<file path="config.mk">
export PLATFORM = sky130hd
export DESIGN_NAME = string_extract_until_match
export DESIGN_NICKNAME = d
export VERILOG_FILES = /design/src/seum_pkg.sv /design/src/string_extract_until_match.sv /design/src/seum_cell.sv
export SDC_FILE = /design/constraint.sdc
export NUM_CORES = 1
export LEC_CHECK = 0
export ABC_CLOCK_PERIOD_IN_PS = 7600
export BUFFER_PORTS_ARGS = -buffer_cell sky130_fd_sc_hd__buf_2
export CORE_ASPECT_RATIO = 2
export CORE_UTILIZATION = 40
export CTS_BUF_LIST = sky130_fd_sc_hd__clkbuf_8
export DETAILED_ROUTE_END_ITERATION = 7
export GPL_TIMING_DRIVEN = 0
export PLACE_DENSITY_LB_ADDON = 0.08
export SYNTH_ARGS = -nofsm -noshare
export SYNTH_HDL_FRONTEND = slang
export SYNTH_SLANG_ARGS = --single-unit
export TNS_END_PERCENT = 100
</file>
<file path="constraint.sdc">
create_clock -name clk -period 7.6 [get_ports clk]
set_clock_uncertainty 0.1 [all_clocks]
set_input_delay 0.76 -clock clk [delete_from_list [all_inputs] [get_ports clk]]
set_output_delay 0.76 -clock clk [all_outputs]
set_load 0.02 [all_outputs]
</file>
<file path="src/seum_pkg.sv">
`timescale 1ns / 1ps

package seum_pkg;

  // configuration port geometry
  localparam int CFG_DATA_W = 64;
  localparam int CFG_IDX_W  = 3;

  // fixed register widths
  localparam int PAT_CHARS_W = 64;
  localparam int PAT_LEN_W   = 4;

  // configuration register indexes
  typedef enum logic [CFG_IDX_W-1:0] {
    REG_PATTERN_CHARS  = 3'd0,
    REG_PATTERN_LENGTH = 3'd1,
    REG_ANY_MODE       = 3'd2,
    REG_SOURCE_LENGTH  = 3'd3,
    REG_START_INDEX    = 3'd4
  } cfg_reg_t;

  // per-cell compare flags
  typedef struct packed {
    logic seq_ok;   // aligned pattern char matches, or cell outside pattern
    logic any_hit;  // new char equals this cell's pattern char
  } cell_flags_t;

endpackage

</file>
<file path="src/string_extract_until_match.sv">
`timescale 1ns / 1ps

// Prefix extract by pattern search over a character stream.
// Configure pattern, pattern length, mode, source length and start index
// through the write port while no string is in flight. Then send the
// source_length characters of the string on the input channel, one per beat.
// Each beat enters a row of PATTERN_MAX window cells that compare in
// parallel, so one character is taken every cycle unless the input is stalled.
// On the last character one result beat (extract_length, match_found,
// null_result) is loaded into the output register and shows up in the cycle
// after that character was accepted. Per-string state then clears and the
// next character begins a new string. With source_length zero, characters
// are taken and dropped without a result.
// The output register frees in the same cycle its beat is taken; the input
// is stalled only while a result waits and the receiver stalls.
// Reset (synchronous) clears the string state and the output valid, sets
// all configuration registers to zero except start_index, which becomes one.
module string_extract_until_match #(
  parameter int PATTERN_MAX = 8,
  parameter int CHAR_BITS   = 8,
  parameter int LEN_BITS    = 16
) (
  input  logic                             clk,
  input  logic                             rst,
  input  logic                             cfg_write,
  input  logic [seum_pkg::CFG_IDX_W-1:0]   cfg_index,
  input  logic [seum_pkg::CFG_DATA_W-1:0]  cfg_data,
  input  logic                             in_valid,
  output logic                             in_stall,
  input  logic [CHAR_BITS-1:0]             src_char,
  output logic                             out_valid,
  input  logic                             out_stall,
  output logic [LEN_BITS-1:0]              extract_length,
  output logic                             match_found,
  output logic                             null_result
);
  import seum_pkg::*;

  localparam int PL_W  = $clog2(PATTERN_MAX + 1);
  localparam int SW    = LEN_BITS + 2;
  localparam int PV_W  = PATTERN_MAX * CHAR_BITS + PAT_CHARS_W;

  // configuration registers
  logic [PAT_CHARS_W-1:0] pattern_chars;
  logic [PAT_LEN_W-1:0]   pattern_length;
  logic                   any_mode;
  logic [LEN_BITS-1:0]    source_length;
  logic [LEN_BITS:0]      start_index;

  // string state
  logic [LEN_BITS-1:0]    position_count;
  logic                   found_flag;
  logic [LEN_BITS-1:0]    found_length;

  logic                   in_accept;
  logic                   active;
  logic [PV_W-1:0]        pat_vec;
  logic [PATTERN_MAX-1:0][CHAR_BITS-1:0] pattern;
  logic [PATTERN_MAX-1:0][CHAR_BITS-1:0] window;
  cell_flags_t [PATTERN_MAX-1:0]         flags;
  logic [4:0]             plen_wide;
  logic [PL_W-1:0]        plen;

  logic signed [SW-1:0]   start_ext;
  logic signed [SW-1:0]   start_adj;
  logic signed [SW-1:0]   start_clamp;
  logic [LEN_BITS-1:0]    start_eff;
  logic [LEN_BITS:0]      q;
  logic [LEN_BITS+1:0]    q_plus;
  logic [LEN_BITS+1:0]    s_plus_plen;
  logic                   any_hit;
  logic                   seq_hit;
  logic                   found_next;
  logic [LEN_BITS-1:0]    found_length_next;
  logic                   last_char;
  logic [LEN_BITS-1:0]    remainder;
  logic                   null_case;

  // configuration writes
  always_ff @(posedge clk) begin
    if (rst) begin
      pattern_chars  <= '0;
      pattern_length <= '0;
      any_mode       <= 1'b0;
      source_length  <= '0;
      start_index    <= (LEN_BITS + 1)'(1);
    end else if (cfg_write) begin
      case (cfg_reg_t'(cfg_index))
        REG_PATTERN_CHARS:  pattern_chars  <= cfg_data[PAT_CHARS_W-1:0];
        REG_PATTERN_LENGTH: pattern_length <= cfg_data[PAT_LEN_W-1:0];
        REG_ANY_MODE:       any_mode       <= cfg_data[0];
        REG_SOURCE_LENGTH:  source_length  <= cfg_data[LEN_BITS-1:0];
        REG_START_INDEX:    start_index    <= cfg_data[LEN_BITS:0];
        default: ;
      endcase
    end
  end

  // handshake
  assign in_stall  = out_valid && out_stall;
  assign in_accept = in_valid && !in_stall;
  assign active    = in_accept && (source_length != '0);

  // pattern chars unpacked, chars past the register read as zero
  assign pat_vec = {{(PATTERN_MAX * CHAR_BITS){1'b0}}, pattern_chars};

  // pattern length clamped to the window size
  assign plen_wide = (5'(pattern_length) > 5'(PATTERN_MAX)) ? 5'(PATTERN_MAX)
                                                            : 5'(pattern_length);
  assign plen      = PL_W'(plen_wide);

  // window row, newest char in cell zero
  for (genvar k = 0; k < PATTERN_MAX; k++) begin : g_cell
    logic [CHAR_BITS-1:0] cin;

    assign pattern[k] = pat_vec[k*CHAR_BITS +: CHAR_BITS];

    if (k == 0) begin : g_head
      assign cin = src_char;
    end else begin : g_link
      assign cin = window[k-1];
    end

    seum_cell #(
      .PATTERN_MAX (PATTERN_MAX),
      .CHAR_BITS   (CHAR_BITS),
      .IDX         (k)
    ) u_cell (
      .clk      (clk),
      .shift    (active),
      .char_in  (cin),
      .new_char (src_char),
      .pattern  (pattern),
      .plen     (plen),
      .char_out (window[k]),
      .flags    (flags[k])
    );
  end

  // effective one-based start
  assign start_ext   = {start_index[LEN_BITS], start_index};
  assign start_adj   = start_index[LEN_BITS] ?
                       (SW'(source_length) + start_ext + SW'(1)) : start_ext;
  assign start_clamp = (start_adj < SW'(1)) ? SW'(1) : start_adj;
  assign start_eff   = start_clamp[LEN_BITS-1:0];

  // position of the current char and match detection
  assign q           = (LEN_BITS + 1)'(position_count) + (LEN_BITS + 1)'(1);
  assign q_plus      = (LEN_BITS + 2)'(q) + (LEN_BITS + 2)'(1);
  assign s_plus_plen = (LEN_BITS + 2)'(start_eff) + (LEN_BITS + 2)'(plen);

  always_comb begin
    any_hit = 1'b0;
    seq_hit = 1'b1;
    for (int k = 0; k < PATTERN_MAX; k++) begin
      any_hit = any_hit | flags[k].any_hit;
      seq_hit = seq_hit & flags[k].seq_ok;
    end
  end

  always_comb begin
    found_next        = found_flag;
    found_length_next = found_length;
    if (!found_flag && (plen != '0)) begin
      if (any_mode) begin
        if ((q >= (LEN_BITS + 1)'(start_eff)) && any_hit) begin
          found_next        = 1'b1;
          found_length_next = LEN_BITS'(q - (LEN_BITS + 1)'(start_eff));
        end
      end else begin
        if ((q_plus >= s_plus_plen) && seq_hit) begin
          found_next        = 1'b1;
          found_length_next = LEN_BITS'(q_plus - s_plus_plen);
        end
      end
    end
  end

  // end of string and result fields
  assign last_char = q >= (LEN_BITS + 1)'(source_length);
  assign remainder = (start_eff > source_length) ? '0
                     : (source_length - start_eff + LEN_BITS'(1));
  assign null_case = (pattern_length != '0) && (start_index == '0);

  // string state update
  always_ff @(posedge clk) begin
    if (rst) begin
      position_count <= '0;
      found_flag     <= 1'b0;
      found_length   <= '0;
    end else if (active) begin
      if (last_char) begin
        position_count <= '0;
        found_flag     <= 1'b0;
        found_length   <= '0;
      end else begin
        position_count <= q[LEN_BITS-1:0];
        found_flag     <= found_next;
        found_length   <= found_length_next;
      end
    end
  end

  // output register
  always_ff @(posedge clk) begin
    if (rst) begin
      out_valid <= 1'b0;
    end else if (active && last_char) begin
      out_valid <= 1'b1;
    end else if (!out_stall) begin
      out_valid <= 1'b0;
    end
  end

  always_ff @(posedge clk) begin
    if (active && last_char) begin
      if (null_case) begin
        extract_length <= '0;
        match_found    <= 1'b0;
        null_result    <= 1'b1;
      end else if ((plen == '0) || !found_next) begin
        extract_length <= remainder;
        match_found    <= 1'b0;
        null_result    <= 1'b0;
      end else begin
        extract_length <= found_length_next;
        match_found    <= 1'b1;
        null_result    <= 1'b0;
      end
    end
  end

endmodule

</file>
<file path="src/seum_cell.sv">
`timescale 1ns / 1ps

module seum_cell #(
  parameter int PATTERN_MAX = 8,
  parameter int CHAR_BITS   = 8,
  parameter int IDX         = 0
) (
  input  logic                                     clk,
  input  logic                                     shift,
  input  logic [CHAR_BITS-1:0]                     char_in,
  input  logic [CHAR_BITS-1:0]                     new_char,
  input  logic [PATTERN_MAX-1:0][CHAR_BITS-1:0]    pattern,
  input  logic [$clog2(PATTERN_MAX+1)-1:0]         plen,
  output logic [CHAR_BITS-1:0]                     char_out,
  output seum_pkg::cell_flags_t                    flags
);
  import seum_pkg::*;

  localparam int PL_W = $clog2(PATTERN_MAX + 1);
  localparam int IW   = (PATTERN_MAX > 1) ? $clog2(PATTERN_MAX) : 1;

  logic [CHAR_BITS-1:0] char_q;
  logic                 in_pattern;
  logic [PL_W-1:0]      align_wide;
  logic [IW-1:0]        align_idx;

  // window stage, hands its char to the next cell on each beat
  always_ff @(posedge clk) begin
    if (shift) begin
      char_q <= char_in;
    end
  end

  assign char_out = char_q;

  // this cell lines up with pattern char plen-1-IDX
  assign in_pattern = PL_W'(IDX) < plen;
  assign align_wide = plen - PL_W'(1) - PL_W'(IDX);
  assign align_idx  = IW'(align_wide);

  // seq_ok compares against the char that enters this cell on the current beat, any_hit against the new char
  always_comb begin
    flags.seq_ok  = !in_pattern || (char_in == pattern[align_idx]);
    flags.any_hit = in_pattern && (new_char == pattern[IDX]);
  end

endmodule
</file>
==> flow_summary.ini <==
[routing]
postRouteAntennaNets = 0
drtIter0Drc = 1221
route.final.wire_length_mm = 90.19
avgRoutedWirePerCell_um = 31.07
post-route-drc-count = 6
detailedRoute.firstPassIterationCount = 8
route.vias.total = 17920
vias_per_cell = 6.171

[worst_setup_path]
slowest_stage = sky130_fd_sc_hd__a222oi_1
arrival_ns = 8.77
rrSetupSlack_ns = -1.02
delay_of_the_slowest_cell_on_the_worst_path_ns = 0.80
critical_path_class = reg2reg
cp-start-kind = flip-flop
crit_start = source_length[0]$_SDFFE_PP0P_
crit_end = extract_length[5]$_SDFFCE_PP0P_
crit_path_end_kind = flip-flop
ff2ff_path_depth = 35
critical_path.reg2reg.endpoint = extract_length[5]$_SDFFCE_PP0P_
worst_r2r_startpoint = source_length[0]$_SDFFE_PP0P_
cp.required_ns = 7.75
path_max_fanout = 5

[grt]
grt_first_pass_wirelength_mm = 126.5
grt_start_max_net_pins = 35
grt_antenna_before_repair = 1
global_route_usage_over_all_layers_pct = 38.73
global_route.overflow_total = 0
first_global_vias = 18080

[power]
max-vdd-ir-drop_v = 0.0001432
comb_power_share_pct = 30.0
power.density_cell_area_nw_per_um2 = 155.3
total_switching_power_w = 0.001174
p_leak_nw = 8.192
sequentialPowerShare_pct = 38.8
cell_internal_pwr_w = 0.002129
clockPowerShare_pct = 31.2
switching_power_as_a_share_of_total_power_pct = 35.55

[clock_network]
worst_skew_pair.late_latency_ns = 0.57
root_buffer = sky130_fd_sc_hd__clkbuf_8
cts_tree = built
number_of_buffers_added_by_the_clock_tree_synthesis_step = 34
clk_transition_reported_paths_ns = 0.07
buffer_depth_of_the_longest_clock_path = 3
cts_htree_levels = 2
clock-sinks = 210

[logic_synthesis]
post_synth_edffs = 74
synth_largest_area_cell = sky130_fd_sc_hd__dfxtp_1
postSynthCellCount = 2138
post_synth_main_area_contributors = sky130_fd_sc_hd__dfxtp_1, sky130_fd_sc_hd__edfxtp_1, sky130_fd_sc_hd__ha_1
asyncSetResetFlopFracSynth_pct = 0
synth_most_common_cell = sky130_fd_sc_hd__nand2_1
post_synth_instance_area_um2 = 18170
synth.ff_latch_count = 210
yosys_warnings = 0
synth.yosys.seq_area_share_pct = 27.21
yosys.area.top_type_share_pct = 14.98
post_synth_num_cell_types = 86
cell_types_with_the_highest_counts_after_synthesis = sky130_fd_sc_hd__nand2_1, sky130_fd_sc_hd__a21oi_1, sky130_fd_sc_hd__dfxtp_1
postSynthAreaPerCell_um2 = 8.499
postSynth.topFlopCell = sky130_fd_sc_hd__dfxtp_1
synthesis.nets = 2342

[floorplanning]
core_area_um2 = 44870
floorplan.rows = 110
fp.dieW_um = 152.7
floorplan.die_area_um2 = 46340
floorplan.initialDensity_pct = 40.50
ios = 100
die_span_y_um = 303.4

[final_layout]
final_cells = 2903
final_layout_size_suffix_gt1_share_pct = 19.00
final_core_util_pct = 47.39
final.fill_count = 4483
syn_to_final_growth_pct = 17.01
final_nets = 2524

[flow_run]
timing.max_cap.violations = 3

[timing]
final.setup.worst_slack_ns = -1.025
hold_vio_cnt_final = 0
setup_repair_after_global_routing_missed_its_margin = yes
max_freq_ghz = 0.1159
fin_tns_setup_ns = -20.83
final.min_clock_period_ns = 8.625
final_max_slew_viol_count = 3
min_period_over_period_pct = 113.5
slew-limit-headroom_pct = -5.001
timing.final.setup_violations = 34
worst_slew_pin_slew_ns = 1.575
whs_ns = 0.2886

[place]
globalplace.congestion = 1.021
dpl_worst_slack_ns = -2.659
placed_cells_incl_taps = 2797
place.port_buffers = 98
hpwl_mm = 71.17

[worst_hold_path]
min_delay_path_depth = 1
min_path_type = in2reg

[run_status]
status = finished, violations left
failing_checks = DRC, capacitance limit, slew limit, setup timing
==> kinds of logic (layout without fill, tap and decap cells) <==
group                      count (synthesis)  in the layout  synth area share [%]
and+or+nand+nor                          662            662                 17.52
AOI/OAI and AO/OA                        517            517                 18.56
buffers and inverters                    237            441                 5.474
xor gates and xnor gates                 226            226                 11.08
DFF                                      210            210                 27.21
muxes                                    162            162                 11.42
adders and majority gates                124            124                 8.745
other                                      0              1                     0
==> metal layers <==
metal / share of wire [%] / track usage (%) / routed length [um] / up-vias
li1: - / - / - / 8123
met1: 31 / 33.38 / 27730 / 8611
met2: 50 / 70.87 / 45500 / 775
met3: 5.1 / 6.608 / 4560 / 406
met4: 14 / 45.65 / 12400 / 0
met5: 0 / 0 / 0 / -
==> state kept, by name (all words and copies together), names as in the netlist <==
signal,cells
extract_length,16
start_index,17
null_result,1
g_cell.u_cell.char_out,56
out_valid,1
pattern_length,4
found_flag,1
any_mode,1
source_length,16
pattern,64
position_count,16
match_found,1
found_length,16
==> area by class of cell <==
class	count	area (um^2)	share of cell area, %
sequential	210	4957	23.31
multi-input combinational	1691	12950	60.92
antenna	1	2.502	0.01177
buffer	149	706.9	3.325
clock buffer	42	578.1	2.719
inverter	87	331.6	1.559
tap	560	700.7	3.295
timing repair buffer	147	925.9	4.354
clock inverter	16	107.6	0.5061
==> stage by stage <==
| stage | total power [W] | cell area, um^2 |
|---|---|---|
| final | 0.003303 | 21260 |
| after global routing | 0.003418 | 21260 |
| after detailed placement | 0.002158 | 19380 |
| after global placement | 0.002154 | 19360 |
| after floorplan | 0.001819 | 18170 |
| after CTS | 0.003267 | 20830 |
==> worst min path at each step <==
stage                                                   endpoint                                    from  slack [ns]
final                     g_cell[0].u_cell.char_out[3]$_DFFE_PP_                             src_char[3]        0.29
after global routing      g_cell[0].u_cell.char_out[3]$_DFFE_PP_                             src_char[3]        0.26
after CTS                 g_cell[0].u_cell.char_out[3]$_DFFE_PP_                             src_char[3]        0.25
after detailed placement  g_cell[2].u_cell.char_out[1]$_DFFE_PP_  g_cell[1].u_cell.char_out[1]$_DFFE_PP_        0.35
after global placement    g_cell[2].u_cell.char_out[1]$_DFFE_PP_  g_cell[1].u_cell.char_out[1]$_DFFE_PP_        0.34
after floorplan           g_cell[2].u_cell.char_out[1]$_DFFE_PP_  g_cell[1].u_cell.char_out[1]$_DFFE_PP_        0.33
==> cell usage in the layout (no fill, tap or decap), drive strengths merged, types with 58 or more instances in the layout <==
cell type / n
buf: 202
xor2: 89
nor2: 100
o22ai: 58
clkbuf: 136
nand2: 271
edfxtp: 74
o21ai: 58
ha: 119
dfxtp: 136
a21oi: 195
mux2i: 91
xnor2: 137
inv: 93
==> timing repair <==
item                                    in CTS  in global routing
pin swaps                                   43                 49
hold buffers                                 0                  0
endpoints found under the setup margin      34                 34
gates resized for setup                    106                 57
buffers inserted                            32                 14
cloned                                       1                  1
==> power groups by stage <==
stage / clock network (W) / logic, W / registers (W)
5_1_grt: 0.00110 / 0.00104 / 0.00128
3_5_place_dp: 0 / 0.000853 / 0.00131
2_1_floorplan: 0 / 0.000524 / 0.00129
3_3_place_gp: 0 / 0.000847 / 0.00131
6_report: 0.00103 / 0.000990 / 0.00128
4_1_cts: 0.00106 / 0.000928 / 0.00128
==> worst max-delay path, delay by kind of cell, from the launching register on <==
| kind | cells | cell delay [ns] |
|---|---|---|
| buffers and inverters | 2 | 0.20 |
| XOR/XNOR | 2 | 0.24 |
| flip-flops | 1 | 0.35 |
| AND/OR/NAND/NOR | 10 | 2.94 |
| AO/OA/AOI/OAI | 15 | 3.17 |
| multiplexers | 1 | 0.26 |
| adder cells (fa/ha/maj) | 5 | 1.03 |
(Power assumes the default switching activity.)
